File: src/design/huf_pkg.sv
// Shared types and codes for the Huffman code table decoder.
package huf_pkg;

  localparam logic [1:0] OP_CLEAR  = 2'd0;
  localparam logic [1:0] OP_LOAD   = 2'd1;
  localparam logic [1:0] OP_DECODE = 2'd2;

  typedef enum logic [1:0] {
    ST_SYMBOL   = 2'd0,
    ST_BAD_CODE = 2'd1,
    ST_FULL     = 2'd2,
    ST_MISSING  = 2'd3
  } status_t;

  typedef enum logic [2:0] {
    W_IDLE,
    W_DEC,
    W_LD_WALK,
    W_LD_BUILD,
    W_LD_LEAF,
    W_LD_END
  } walk_state_t;

  typedef struct packed {
    logic       push;
    logic       done;
    logic       last;
    logic [7:0] symbol;
    status_t    status;
  } res_req_t;

  typedef struct packed {
    logic [7:0] symbol;
    status_t    status;
    logic       last;
  } res_item_t;

endpackage

File: src/design/huf_result.sv
// Result holding stage and output register that marks the last result of an item.
module huf_result import huf_pkg::*; (
  input  logic       clk,
  input  logic       rst,
  input  res_req_t   req,
  output logic       ready,
  output logic       out_valid,
  input  logic       out_stall,
  output logic [7:0] decoded_symbol,
  output logic [1:0] status,
  output logic       last_of_run
);

  res_item_t out_r;
  res_item_t pend;
  logic      pend_v;
  logic      free;

  assign free  = !out_valid || !out_stall;
  assign ready = free && !(pend_v && pend.last);

  always_ff @(posedge clk) begin
    if (rst) begin
      out_valid <= 1'b0;
      pend_v    <= 1'b0;
    end else if (free) begin
      if (pend_v && pend.last) begin
        out_r     <= pend;
        out_valid <= 1'b1;
        pend_v    <= 1'b0;
      end else if (req.push) begin
        out_r     <= pend;
        out_valid <= pend_v;
        pend      <= '{symbol: req.symbol, status: req.status, last: req.last};
        pend_v    <= 1'b1;
      end else if (req.done && pend_v) begin
        out_r     <= '{symbol: pend.symbol, status: pend.status, last: 1'b1};
        out_valid <= 1'b1;
        pend_v    <= 1'b0;
      end else begin
        out_valid <= 1'b0;
      end
    end
  end

  assign decoded_symbol = out_r.symbol;
  assign status         = out_r.status;
  assign last_of_run    = out_r.last;

endmodule

File: config.mk
export PLATFORM = sky130hd
export DESIGN_NAME = huf_result
export DESIGN_NICKNAME = d
export VERILOG_FILES = /design/src/design/huf_pkg.sv /design/src/design/huf_result.sv
export SDC_FILE = /design/constraint.sdc
export NUM_CORES = 1
export LEC_CHECK = 0
export ABC_AREA = 0
export BUFFER_PORTS_ARGS = -buffer_cell sky130_fd_sc_hd__buf_4
export CAP_MARGIN = 20
export CORE_AREA = 3 3 49 51
export CTS_CLUSTER_SIZE = 10
export DETAILED_ROUTE_END_ITERATION = 8
export DIE_AREA = 0 0 52 54
export PLACE_DENSITY = 0.76
export SLEW_MARGIN = 20
export SYNTH_ARGS = -nofsm -noshare
export SYNTH_HDL_FRONTEND = slang
export SYNTH_SLANG_ARGS = --single-unit
File: constraint.sdc
create_clock -name clk -period 1.5 [get_ports clk]
set_input_delay 0.15 -clock clk [delete_from_list [all_inputs] [get_ports clk]]
set_output_delay 0.15 -clock clk [all_outputs]
set_load 0.05 [all_outputs]
# Yosys cells after proc, flatten, opt, wreduce, memory -nomap -nowiden
# Cells that the tools add are included.
# totals
register_bits	24
output_inout_bits	13
wordCells	30
# classes
n_mux	9
bitwise_logic	2
reduce_logical	11
# op_table
operator	count
11-bit 2-to-1 mux	3
1-bit 2-to-1 mux	6
4-bit AND reduction	1
1-bit logical AND	3
1-bit logical NOT	3
3-bit AND reduction	1
3-bit nonzero test	1
1-bit NOT	2
2-bit AND reduction	1
1-bit logical OR	1

# Logic depth before layout (Yosys ltp)
# depth
word_depth	4
depth_mapped	3
depth_no_buf	3

# Worst setup path before layout
# No wires, ideal clock.
# synth_timing
path_kind	flip-flop to flip-flop
start	reg out_valid
end	reg pend[0] (netlist name) (enable)
t_arrival_ns	1.439
required_ns	1.122
slack_ns	-0.317
path_stages_with_launch	4
n_path_buf	0
path_cell_list	dfxtp_1 > nand2_2 > and2_4 > nor3b_2
# synth_between
elab_chain_cells	3
# synth_lines
item	line_no	text
start, declared	huf_result.sv:7	output logic out_valid,
start signal, assigned	huf_result.sv:33	out_valid <= pend_v;
1-bit logical NOT	huf_result.sv:19	assign free = !out_valid || !out_stall;
1-bit logical OR	huf_result.sv:19	
4-bit AND reduction (no source line)	--	
end signal, assigned	huf_result.sv:34	pend <= '{symbol: req.symbol, status: req.status, last: req.last};
end, declared	huf_result.sv:15	res_item_t pend;
# Every way passes these cells.
# A chain may end at the register's enable or synchronous reset.

# Worst setup path after layout
# layout_timing
start	reg pend[0] (netlist name)
end	reg pend[0] (netlist name) (enable)
# layout_between
elab_chain_cells	3
# layout_lines
item	line_no	text
1-bit logical AND	huf_result.sv:27	if (pend_v && pend.last) begin
1-bit NOT (no source line)	--	
4-bit AND reduction (no source line)	--	
# Every way passes these cells.

==> reports/results.txt <==
WL/cell -> 11.67 µm
Largest net degree at the start of global routing -> 14
Htree depth -> 1
Final ANT Viol Nets -> 0
Max FO, Critical Path -> 11
Critical path class -> flip-flop to flip-flop
Total Wirelength -> 1.214 mm
Max_slew headroom -> 0.8497
Peak supply drop -> 563.4 µV
Status -> complete, no violations
Pre-CTS WS -> 0.1590 ns
Worst Setup End Kind -> flip-flop
Clock slew at reported path FFs -> 0.12 ns
Die area -> 0.002808 mm²
Root Buffer -> clkbuf_4
Final Hold Viols -> 0
Pwr Density -> 1077 mW/mm²
Non-Filler Instances -> 104
Yosys reg bits -> 24
Placed Cells -> 95
Total power -> 1.235 mW
CP max stage delay -> 0.45 ns
# setup viols final -> 0
Worst hold path type -> input port to flip-flop
Resized cells post-CTS -> 0
Hold buffer count at CTS -> 0
Sequence of cells on the critical path -> nand2_1, and2_4, nor3b_4, buf_4
Vias in the first global route -> 393
Cell variety after synth -> 14
CTS tree -> done
Layout cell share with drive strength beyond 1 -> 0.4935
Crit path max-delay cell type -> edfxtp_1
Seq/Total Area, Yosys -> 0.8791
Post-Syn Instances -> 38
Final hold slack -> 0.01321 ns
# Post-CTS Setup Buffers -> 0
Nets -> 94
Ports -> 29
Leakage -> 0.4499 nW
Num CTS Buffers -> 3
Total GRT Usage -> 0.08299
Routability Congestion -> 0.6392
Area growth from synthesis to layout -> 43.96%
Max Freq -> 743.0 MHz
Worst-Margin Slew -> 0.2230 ns
Via density -> 4.106
Port bufs -> 28
Max Cap Violations -> 0
Ys Warns -> 0
DRC viols -> 0
Starting DRC count in detailed routing -> 2
WP data required -> 1.52 ns
CP Data Arrival Time -> 1.36 ns
DR vias -> 427
CTS Sinks -> 24
Max Clock Skew -> 0.005925 ns
# diodes -> 0
Worst hold stages -> 1
Initial antenna violation count -> 0
Fillers -> 152
Syn nets -> 54
Tcrit/Tclk final -> 0.8973
Unrepaired setup endpoints after global routing -> false
Die height -> 54 µm
FP Rows -> 16
Drt pass-1 iters -> 2
Global-route wire length before repair -> 1.669 mm
Mapped Area -> 797.0 µm²
R2R cell count -> 4
Slew Viols, Final -> 0
Startpoint types -> flip-flop
Overflow after GRT -> 0
Setup ws final -> 0.1540 ns
Post-Syn Area per Cell -> 20.97 µm²
Worst-Skew Late Latency -> 0.30 ns
Starting Density -> 0.4021
Tmin final -> 1.346 ns
Clock tree buffer depth -> 2
Die W -> 52 µm
Core Area -> 0.001982 mm²
state kept, by name, indices dropped and copies added, names as in the netlist:
| signal | flops |
|---|---|
| out_valid | 1 |
| decoded_symbol | 8 |
| pend | 11 |
| pend_v | 1 |
| status | 2 |
| last_of_run | 1 |
cell type report:
type | count | area [µm²] | area share
repair buffers | 35 | 275.3 | 0.2399
flip-flops and latches | 24 | 704.4 | 0.6140
multi-input cells | 12 | 100.1 | 0.08724
clock inverters | 1 | 3.754 | 0.003272
clock buffers | 3 | 22.52 | 0.01963
inverters | 2 | 7.507 | 0.006543
well taps | 27 | 33.78 | 0.02944
worst max-delay path, delay by kind of cell (launching register included):
family / cells / cell delay, ns
buffers and inverters: 1 / 0.21
AND/OR/NAND/NOR: 3 / 0.40
flip-flops: 1 / 0.45
cells in the final DEF, fill, tap and decap left out:
| cell | n |
|---|---|
| dfxtp_1 | 1 |
| buf_4 | 30 |
| a211oi_1 | 1 |
| o21ai_0 | 1 |
| inv_1 | 2 |
| clkinv_1 | 1 |
| nand2_4 | 1 |
| nand2_1 | 1 |
| nor3b_4 | 1 |
| o21ai_1 | 1 |
| and2_4 | 1 |
| a21oi_1 | 2 |
| o31ai_1 | 1 |
| dfxtp_4 | 1 |
| dlygate4sd3_1 | 5 |
| clkbuf_4 | 3 |
| or2b_1 | 1 |
| edfxtp_1 | 22 |
| a221oi_2 | 1 |
power breakdown:
part / internal (mW) / total (mW) / switching (mW)
Combinational: 0.0744 / 0.183 / 0.108
Clock: 0.0969 / 0.272 / 0.175
Sequential: 0.768 / 0.780 / 0.0119
metal layers:
layer  part of all wire  up-vias  global-route usage  wire length [µm]
li1                   -      227                   -                 -
met1               0.42      184             0.09839               511
met2               0.51       16              0.1360               622
met3              0.067        0             0.01108                81
met4                  0        0             0.06550                 0
met5                  0        -                   0                 0
final timing paths:
path                start           endpoint  slack, ns
hold reg to reg   pend[9]  decoded_symbol[6]       0.43
setup reg to reg  pend[0]            pend[0]       0.15
setup / recovery  pend[0]            pend[0]       0.15
hold / removal     req[7]            pend[8]       0.01
cell usage after synthesis (all sizes together):
cell type / number / area (µm²)
a21oi: 2 / 10.01
inv: 2 / 7.510
edfxtp: 22 / 660.6
or2b: 1 / 7.510
and2: 1 / 8.760
a221oi: 1 / 15.01
o21ai: 2 / 10.00
o31ai: 1 / 7.510
nor3b: 1 / 12.51
dfxtp: 2 / 40.04
a211oi: 1 / 7.510
nand2: 2 / 10.01
stage by stage:
stage / instance area, µm² / utilization / TNS, ns
2_1_floorplan: 812.0 / - / -0.09628
3_3_place_gp: 1071 / 0.5404 / 0
3_5_place_dp: 1071 / 0.5404 / 0
4_1_cts: 1097 / 0.5537 / 0
5_1_grt: 1147 / 0.5789 / 0
6_report: 1147 / 0.5789 / 0
cells by family (layout without fill, tap and decap cells):
family | Yosys count | in the layout | synth area share
DFF | 24 | 24 | 0.8791
buffers and inverters | 2 | 41 | 0.009423
AOI/OAI and AO/OA | 7 | 7 | 0.06278
and+or+nand+nor | 5 | 5 | 0.04867
Note: power is estimated with default switching activity, not from simulation.
