### config.mk
export PLATFORM = sky130hd
export DESIGN_NAME = huf_walk
export DESIGN_NICKNAME = d
export VERILOG_FILES = /design/src/design/huf_pkg.sv /design/src/design/huf_walk.sv
export SDC_FILE = /design/constraint.sdc
export NUM_CORES = 1
export LEC_CHECK = 0
export BUFFER_PORTS_ARGS = -buffer_cell sky130_fd_sc_hd__clkbuf_2
export CAP_MARGIN = 10
export CORE_ASPECT_RATIO = 2
export CORE_UTILIZATION = 59
export CTS_BUF_LIST = sky130_fd_sc_hd__clkbuf_4 sky130_fd_sc_hd__clkbuf_8
export CTS_CLUSTER_SIZE = 16
export DETAILED_ROUTE_END_ITERATION = 10
export PLACE_DENSITY = 0.89
export SKIP_LAST_GASP = 1
export SLEW_MARGIN = 10
export SYNTH_ARGS = -nofsm -noshare
export SYNTH_HDL_FRONTEND = slang
export SYNTH_SLANG_ARGS = --single-unit
### constraint.sdc
create_clock -name clk -period 11.1 [get_ports clk]
set_input_delay 2.22 -clock clk [delete_from_list [all_inputs] [get_ports clk]]
set_output_delay 2.22 -clock clk [all_outputs]
set_load 0.02 [all_outputs]
### src/design/huf_pkg.sv
// Shared types and codes for the Huffman code table decoder.
package huf_pkg;

  localparam logic [1:0] OP_CLEAR  = 2'd0;
  localparam logic [1:0] OP_LOAD   = 2'd1;
  localparam logic [1:0] OP_DECODE = 2'd2;

  typedef enum logic [1:0] {
    ST_SYMBOL   = 2'd0,
    ST_BAD_CODE = 2'd1,
    ST_FULL     = 2'd2,
    ST_MISSING  = 2'd3
  } status_t;

  typedef enum logic [2:0] {
    W_IDLE,
    W_DEC,
    W_LD_WALK,
    W_LD_BUILD,
    W_LD_LEAF,
    W_LD_END
  } walk_state_t;

  typedef struct packed {
    logic       push;
    logic       done;
    logic       last;
    logic [7:0] symbol;
    status_t    status;
  } res_req_t;

  typedef struct packed {
    logic [7:0] symbol;
    status_t    status;
    logic       last;
  } res_item_t;

endpackage

### src/design/huf_walk.sv
// Bit-serial sequencer for tree clear, entry load and data byte decode.
module huf_walk import huf_pkg::*; #(
  parameter int NODE_COUNT   = 511,
  parameter int MAX_CODE_LEN = 32
) (
  input  logic                              clk,
  input  logic                              rst,
  input  logic                              in_valid,
  output logic                              in_stall,
  input  logic [1:0]                        operation,
  input  logic [7:0]                        entry_symbol,
  input  logic [31:0]                       code_bits,
  input  logic [5:0]                        code_length,
  input  logic [7:0]                        data_byte,
  input  logic [3:0]                        valid_bits,
  input  logic                              res_ready,
  output res_req_t                          req,
  output logic                              mem_clear,
  output logic                              rd_en,
  output logic [$clog2(NODE_COUNT)-1:0]     rd_addr,
  input  logic [2*$clog2(NODE_COUNT)+8:0]   rd_data,
  input  logic [2*$clog2(NODE_COUNT)+8:0]   root,
  output logic                              wr_en,
  output logic [$clog2(NODE_COUNT)-1:0]     wr_addr,
  output logic [2*$clog2(NODE_COUNT)+8:0]   wr_data
);

  localparam int IW    = $clog2(NODE_COUNT);
  localparam int ENT_W = 2 * IW + 9;
  localparam int NU_W  = $clog2(NODE_COUNT + 1);
  localparam int CNT_W = $clog2(MAX_CODE_LEN + 1);
  localparam int SUM_W = ((NU_W > CNT_W) ? NU_W : CNT_W) + 1;

  walk_state_t      state, state_next;
  logic [31:0]      code_sh, code_sh_next;
  logic [CNT_W-1:0] cnt, cnt_next;
  logic [7:0]       sym_r, sym_r_next;
  logic [7:0]       data_sh, data_sh_next;
  logic [3:0]       nb, nb_next;
  logic [IW-1:0]    cur, cur_next;
  logic             use_root, use_root_next;
  logic             chk, chk_next;
  logic [NU_W-1:0]  nodes_used, nodes_used_next;
  logic [IW-1:0]    walk_pos, walk_pos_next;

  logic             accept;
  logic [3:0]       nbs;
  logic             res_leaf;
  logic [ENT_W-1:0] base;
  logic             bit_v;
  logic [IW-1:0]    child;
  logic             missing;
  logic [IW-1:0]    fresh;
  logic             fits;
  logic [ENT_W-1:0] link_e;
  logic [ENT_W-1:0] build_e;
  logic [ENT_W-1:0] leaf_e;

  assign in_stall = (state != W_IDLE) || !res_ready;
  assign accept   = in_valid && !in_stall;
  assign nbs      = (valid_bits > 4'd8) ? 4'd8 : valid_bits;
  assign res_leaf = rd_data[ENT_W-1];

  always_comb begin
    if (state == W_DEC && chk) begin
      base = res_leaf ? root : rd_data;
    end else begin
      base = use_root ? root : rd_data;
    end
  end

  assign bit_v   = (state == W_DEC) ? data_sh[0] : code_sh[0];
  assign child   = bit_v ? base[2*IW-1:IW] : base[IW-1:0];
  assign missing = (child == '0) || ({1'b0, child} >= (IW + 1)'(NODE_COUNT));
  assign fresh   = nodes_used[IW-1:0];
  assign fits    = (SUM_W'(nodes_used) + SUM_W'(cnt)) <= SUM_W'(NODE_COUNT);
  assign link_e  = bit_v ? {base[ENT_W-1:2*IW], fresh, base[IW-1:0]}
                         : {base[ENT_W-1:IW], fresh};
  assign build_e = bit_v ? {{(ENT_W-2*IW){1'b0}}, fresh, {IW{1'b0}}}
                         : {{(ENT_W-IW){1'b0}}, fresh};
  assign leaf_e  = {1'b1, sym_r, {(2*IW){1'b0}}};

  always_ff @(posedge clk) begin
    if (rst) begin
      state      <= W_IDLE;
      chk        <= 1'b0;
      use_root   <= 1'b1;
      nodes_used <= NU_W'(1);
      walk_pos   <= '0;
    end else begin
      state      <= state_next;
      chk        <= chk_next;
      use_root   <= use_root_next;
      nodes_used <= nodes_used_next;
      walk_pos   <= walk_pos_next;
    end
  end

  always_ff @(posedge clk) begin
    code_sh <= code_sh_next;
    cnt     <= cnt_next;
    sym_r   <= sym_r_next;
    data_sh <= data_sh_next;
    nb      <= nb_next;
    cur     <= cur_next;
  end

  always_comb begin
    state_next      = state;
    code_sh_next    = code_sh;
    cnt_next        = cnt;
    sym_r_next      = sym_r;
    data_sh_next    = data_sh;
    nb_next         = nb;
    cur_next        = cur;
    use_root_next   = use_root;
    chk_next        = chk;
    nodes_used_next = nodes_used;
    walk_pos_next   = walk_pos;
    req             = '0;
    mem_clear       = 1'b0;
    rd_en           = 1'b0;
    rd_addr         = child;
    wr_en           = 1'b0;
    wr_addr         = cur;
    wr_data         = leaf_e;

    case (state)
      W_IDLE: begin
        if (accept) begin
          case (operation)
            OP_CLEAR: begin
              mem_clear       = 1'b1;
              nodes_used_next = NU_W'(1);
              walk_pos_next   = '0;
            end
            OP_LOAD: begin
              if ((code_length == 6'd0) || (code_length > MAX_CODE_LEN)) begin
                req.push   = 1'b1;
                req.last   = 1'b1;
                req.status = ST_BAD_CODE;
              end else begin
                sym_r_next    = entry_symbol;
                code_sh_next  = code_bits;
                cnt_next      = CNT_W'(code_length);
                cur_next      = '0;
                use_root_next = 1'b1;
                state_next    = W_LD_WALK;
              end
            end
            OP_DECODE: begin
              if (nbs != 4'd0) begin
                rd_en         = 1'b1;
                rd_addr       = walk_pos;
                data_sh_next  = data_byte;
                nb_next       = nbs;
                use_root_next = 1'b0;
                chk_next      = 1'b0;
                state_next    = W_DEC;
              end
            end
            default: begin
            end
          endcase
        end
      end

      W_DEC: begin
        if (res_ready) begin
          if (chk) begin
            if (res_leaf) begin
              req.push      = 1'b1;
              req.last      = (nb == 4'd0);
              req.symbol    = rd_data[ENT_W-2:2*IW];
              req.status    = ST_SYMBOL;
              walk_pos_next = '0;
            end else begin
              walk_pos_next = cur;
            end
            if (nb == 4'd0) begin
              req.done   = !res_leaf;
              chk_next   = 1'b0;
              state_next = W_IDLE;
            end else if (missing) begin
              chk_next      = 1'b0;
              use_root_next = res_leaf;
            end else begin
              rd_en        = 1'b1;
              cur_next     = child;
              data_sh_next = data_sh >> 1;
              nb_next      = nb - 4'd1;
            end
          end else begin
            data_sh_next = data_sh >> 1;
            nb_next      = nb - 4'd1;
            if (missing) begin
              req.push      = 1'b1;
              req.last      = (nb == 4'd1);
              req.status    = ST_MISSING;
              walk_pos_next = '0;
              use_root_next = 1'b1;
              if (nb == 4'd1) begin
                state_next = W_IDLE;
              end
            end else begin
              rd_en    = 1'b1;
              cur_next = child;
              chk_next = 1'b1;
            end
          end
        end
      end

      W_LD_WALK: begin
        if (res_ready) begin
          if (base[ENT_W-1]) begin
            req.push   = 1'b1;
            req.last   = 1'b1;
            req.status = ST_BAD_CODE;
            state_next = W_IDLE;
          end else if (child == '0) begin
            if (!fits) begin
              req.push   = 1'b1;
              req.last   = 1'b1;
              req.status = ST_FULL;
              state_next = W_IDLE;
            end else begin
              wr_en           = 1'b1;
              wr_data         = link_e;
              cur_next        = fresh;
              nodes_used_next = nodes_used + NU_W'(1);
              code_sh_next    = code_sh >> 1;
              cnt_next        = cnt - CNT_W'(1);
              state_next      = (cnt == CNT_W'(1)) ? W_LD_LEAF : W_LD_BUILD;
            end
          end else begin
            rd_en         = 1'b1;
            cur_next      = child;
            use_root_next = 1'b0;
            code_sh_next  = code_sh >> 1;
            cnt_next      = cnt - CNT_W'(1);
            state_next    = (cnt == CNT_W'(1)) ? W_LD_END : W_LD_WALK;
          end
        end
      end

      W_LD_BUILD: begin
        if (res_ready) begin
          wr_en           = 1'b1;
          wr_data         = build_e;
          cur_next        = fresh;
          nodes_used_next = nodes_used + NU_W'(1);
          code_sh_next    = code_sh >> 1;
          cnt_next        = cnt - CNT_W'(1);
          if (cnt == CNT_W'(1)) begin
            state_next = W_LD_LEAF;
          end
        end
      end

      W_LD_LEAF: begin
        if (res_ready) begin
          wr_en      = 1'b1;
          req.push   = 1'b1;
          req.last   = 1'b1;
          req.symbol = sym_r;
          req.status = ST_SYMBOL;
          state_next = W_IDLE;
        end
      end

      W_LD_END: begin
        if (res_ready) begin
          req.push   = 1'b1;
          req.last   = 1'b1;
          state_next = W_IDLE;
          if (!base[ENT_W-1] && ((base[2*IW-1:IW] != '0) || (base[IW-1:0] != '0))) begin
            req.status = ST_BAD_CODE;
          end else begin
            wr_en      = 1'b1;
            req.symbol = sym_r;
            req.status = ST_SYMBOL;
          end
        end
      end

      default: begin
        state_next = W_IDLE;
      end
    endcase
  end

endmodule
== Yosys cells after proc, flatten, opt, wreduce, memory -nomap -nowiden ==
Index checks and enable logic that the tools add are counted.
Operators by class
  $add $sub $neg: 4
  magnitude comparators: 4
  equality and inequality tests: 34
  mux-type cells: 173
  bitwise operators: 1
  reductions and logical operators: 35
Operators by type and width (number)
  2-to-1 mux 9 bit: 30
  2-to-1 mux 32 bit: 8
  2-to-1 mux 27 bit: 8
  one-hot mux 32 bit (3 select lines): 1
  2-to-1 mux 8 bit: 9
  2-to-1 mux 1 bit: 54
  one-hot mux 27 bit (2 select lines): 1
  2-to-1 mux 3 bit: 17
  2-to-1 mux 6 bit: 8
  2-to-1 mux 18 bit: 2
  one-hot mux 9 bit (4 select lines): 1
  2-to-1 mux 11 bit: 3
  2-to-1 mux 4 bit: 8
  one-hot mux 9 bit (3 select lines): 1
  one-hot mux 8 bit (3 select lines): 1
  AND reduction 12 bit: 2
  != test 2 bit, second input constant: 11
  != test 3 bit, second input constant: 6
  one-hot mux 6 bit (3 select lines): 1
  one-hot mux 9 bit (2 select lines): 1
  nonzero test 9 bit: 2
  one-hot mux 8 bit (2 select lines): 1
  AND reduction 8 bit: 2
  one-hot mux 3 bit (5 select lines): 1
  other kinds (44): 72
Word-level totals
  register bits: 90
  input bits: 118
  output and inout bits: 62
  logic and storage cells: 262

== Longest topological paths before layout ==
  depth after elaboration: 11
  gate-level depth with buffers: 14

== Least setup slack after synthesis ==
No wires, ideal clock.
  path kind: input to output
  start point: in rd_data[26]
  end point: out wr_data[18]
  data arrival time: 5.504 ns
  required time: 8.880 ns
  slack: 3.376 ns
  cell stages on the path: 11
  buffers on the path: 5
  cells stage by stage: buf_2 > buf_1 > mux4_2 > a22oi_1 > and4_1 > clkbuf_1 > nand3_4 > or4_1 > buf_4 > buf_2 > o21ai_0
Between the ends
  cells in the longest elaborated chain, start to end: 8
  elaborated cells on any way between the ends: 10
RTL lines
  start: declaration: line huf_walk.sv:21  | input logic [2*$clog2(NODE_COUNT)+8:0] rd_data,
  2-to-1 mux 27 bit: line huf_walk.sv:66  | base = res_leaf ? root : rd_data;
  2-to-1 mux 27 bit *: line huf_walk.sv:65  | if (state == W_DEC && chk) begin
  2-to-1 mux 9 bit: line huf_walk.sv:73  | assign child = bit_v ? base[2*IW-1:IW] : base[IW-1:0];
  logical NOT 9 bit: line huf_walk.sv:221  | end else if (child == '0) begin
  2-to-1 mux 27 bit: line huf_walk.sv:221
  2-to-1 mux 27 bit *: line huf_walk.sv:216  | if (base[ENT_W-1]) begin
  2-to-1 mux 27 bit *: line huf_walk.sv:215  | if (res_ready) begin
  one-hot mux 27 bit (2 select lines) *: line huf_walk.sv:128  | case (state)
  end: declaration: line huf_walk.sv:25  | output logic [2*$clog2(NODE_COUNT)+8:0] wr_data
Mark *: on every way between the ends. The rest lies on a longest branch, timed or not.

== Worst setup path in the final report ==
  start point: in rd_data[26]
  end point: out wr_data[17]
Between the ends
  cells in the longest elaborated chain, start to end: 8
  elaborated cells on any way between the ends: 11
RTL lines (line)
  2-to-1 mux 27 bit: huf_walk.sv:66
  2-to-1 mux 27 bit *: huf_walk.sv:65
  2-to-1 mux 9 bit or 2-to-1 mux 18 bit (tied branches): huf_walk.sv:73, huf_walk.sv:77
  logical NOT 9 bit or 2-to-1 mux 27 bit (tied branches): huf_walk.sv:221, huf_walk.sv:222
  2-to-1 mux 27 bit: huf_walk.sv:221
  2-to-1 mux 27 bit *: huf_walk.sv:216
  2-to-1 mux 27 bit *: huf_walk.sv:215
  one-hot mux 27 bit (2 select lines) *: huf_walk.sv:128
Marked as above.

==> summary.md <==
| Metric | Value |
|---|---|
| FMAX | `118 MHz` |
| Placed Area | `7220 um^2` |
| Post-route cell area | `7420 um^2` |
| WL/cell | `21.4 um` |
| Maximum vdd drop | `0.144 mV` |
| Initial DRC count | `495` |
| CP Data Arrival Time | `6.27 ns` |
| GRT overflow | `0` |
| Maxcap violations | `0` |
| Clock Latency Late Sink | `0.37 ns` |
| Post-CTS setup buffer count | `0` |
| Antenna fix cells | `0` |
| RSZ-0062 raised after global routing | `false` |
| Vias | `6035` |
| Hold_buf cts | `0` |
| CTS tree | `done` |
| Critical path type | `input pin to output port` |
| Main synth FF type | `edfxtp_1` |
| Largest cells by area after synthesis | `edfxtp_1 32%, mux2i_1 8.6%, dfxtp_1 7.4%` |
| Worst Max-Slew Pin Slew | `1.15 ns` |
| Final Max Tran Viols | `0` |
| Longest Clk Path Bufs | `2` |
| Root Driver | `clkbuf_8` |
| TritonCTS Buffers | `9` |
| Crit-path cells | `clkbuf_2 > mux2i_4 > buf_4 > mux2i_1 > nand3_4 > or4_1 > a21oi_4 > o2bb2ai_1 > clkbuf_2` |
| DRC | `0` |
| Unique masters post-synth | `60` |
| Status | `finished, final reports clean` |
| Gr usage total | `37.9%` |
| H-tree levels | `3` |
| Synthesized Nets | `772` |
| DRT Wirelength | `20.1 mm` |
| Post-Syn Instances | `643` |
| PortBufs | `179` |
| FP Rows | `52` |
| Post-synthesis async set-or-reset flop share | `0%` |
| Drt first pass iters | `6` |
| Yosys reg bits | `90` |
| DIE HEIGHT | `148 um` |
| Starting density of the core | `61.3%` |
| Core area | `10200 um^2` |
| Post-Syn Area | `6260 um^2` |
| Commonest non-fill, non-tap cells in the layout | `179 x clkbuf_2, 78 x nand2_1, 67 x edfxtp_1, 53 x mux2i_1, 38 x nor2_1` |
| Crit path time final | `8.49 ns` |
| Commonest non-fill, non-tap cell in the layout | `clkbuf_2` |
| Die Wd | `74.8 um` |
| Hold Vio Cnt, Final | `0` |
| Worst path max stage delay | `1.00 ns` |
| Vias/cell | `6.44` |
| Slew Limit Headroom | `21.1%` |
| Avg Inst Size Synth | `9.73 um^2` |
| PnR worst setup slack | `2.61 ns` |
| FILL cells | `798` |
| Area share of the leading cell type in the synthesized netlist | `32.1%` |
| Die Area | `11000 um^2` |
| Setup TNS | `0 ns` |
| Worst setup SP type | `input pin` |
| Pre-CTS setup slack | `2.86 ns` |
| Clock sinks | `90` |
| Io pins | `180` |
| Pin count of the biggest net entering global routing | `47` |
| Crit-path slowest cell | `mux2i_1` |
| Cts repair resizes | `0` |
| Yosys top cell by area | `edfxtp_1` |
| Initial antenna violation count | `0` |
| CP max FO | `31` |
| Worst clock skew | `0.0143 ns` |
| Leakage power | `3.09 nW` |
| Area delta synth->final | `18.6%` |
| Worst hold path class | `register to register` |
| CP dominant cell by count | `clkbuf_2` |
| Number of synthesized flops with an enable pin | `67` |
| Routability-driven placement congestion ratio | `1.00` |
| Period utilization | `76.5%` |
| Clock-pin transition on the worst setup and hold timing paths | `0.09 ns` |
| Final HPWL DP | `15.4 mm` |
| Worst Path Required | `8.88 ns` |
| Sequential-to-total area share from yosys stat | `39.5%` |
| Antenna-violating nets left | `0` |
| Fin nets | `926` |
| Final number of setup-violating endpoints | `0` |
| Layout cells sized above 1 | `32.8%` |
| Synth warnings | `0` |
| Power per Cell Area | `175 nW/um^2` |
| CP Capture Type | `output port` |
| First-pass GRT wire length | `30.8 mm` |
| Vias in the first global route | `6251` |
==> per-stage QoR <==
| stage | hold WS [ns] | power, mW | std cells | util, % |
|---|---|---|---|---|
| floorplan | 0.450 | 0.895 | 643 | - |
| global placement | 0.464 | 1.05 | 920 | 70.7 |
| detailed placement | 0.479 | 1.07 | 920 | 70.7 |
| CTS | 0.494 | 1.29 | 936 | 72.6 |
| global route | 0.516 | 1.36 | 937 | 72.7 |
| finish | 0.495 | 1.30 | 937 | 72.7 |
==> registers in the layout (all words and copies together) (netlist names) <==
register / flops
fresh: 9
use_root: 1
cnt: 6
code_sh: 32
state: 3
chk: 1
data_sh: 8
sym_r: 8
wr_addr: 9
nb: 4
walk_pos: 9
==> worst paths after layout <==
path | startpoint | endpoint | slack [ns] | cells past startpoint
worst max-delay path | rd_data[26] | wr_data[17] | 2.61 | 9
worst min register to register | walk_pos[1] | walk_pos[1] | 0.49 | 2
worst max register to register | state[2] | data_sh[0] | 6.00 | 7
worst min-delay path | walk_pos[1] | walk_pos[1] | 0.49 | 2
==> per-layer routing <==
layer	share of wire [%]	track usage, %	wire length [um]	up-vias
met1	33	38.4	6720	2830
met2	52	64.2	10400	373
met4	7.6	29.1	1530	0
li1	-	-	-	2724
met3	6.9	8.79	1390	108
met5	0	0	0	-
==> layout make-up <==
type	instances	area [um^2]	area share, %
clock buffer	9	124	1.67
clock inverter	7	68.8	0.927
inverter	14	52.6	0.708
multi-input combinational	495	3580	48.2
sequential	90	2470	33.3
tap	135	169	2.28
timing repair buffer	187	956	12.9
==> worst max-delay path, delay by kind of cell <==
kind | cells | cell delay [ns]
mux | 2 | 1.23
simple gates | 2 | 1.23
compound gates | 2 | 0.62
buf+inv | 3 | 0.95
==> cells by family after synthesis <==
family          share of synthesized area [%]
mux                                      18.0
simple gates                             18.9
xor+xnor                                 1.96
buf+inv                                  3.84
compound gates                           15.7
fa+ha+maj                                2.20
flops                                    39.5
==> power by group <==
group / switching (mW) / internal, mW / total [mW]
Combinational: 0.360 / 0.225 / 0.585
Sequential: 0.0466 / 0.443 / 0.489
Clock: 0.123 / 0.104 / 0.226
Total: 0.529 / 0.771 / 1.30
==> synth_stat cells, types with 3 or more instances <==
master and n:
nor3_1 7, ha_1 11, nand3b_1 4, mux2i_1 54
a22o_1 12, nand2_1 78, inv_1 14, buf_1 10
a211oi_1 7, nand3_1 36, a31oi_1 11, a21oi_1 28
nor4_1 8, and3_1 3, a21o_1 3, nor2_1 38
o41ai_1 3, or2_2 5, clkbuf_1 25, and2_1 6
edfxtp_1 67, nand2b_1 17, or3_1 8, nand4_1 5
o21ai_0 28, or4_1 5, buf_2 6, mux2_2 36
nor2b_1 8, xnor2_1 12, a21oi_4 3, o2bb2ai_1 18
a22oi_1 6, mux4_2 8, dfxtp_1 23
Power figures use the tool's default switching activity.
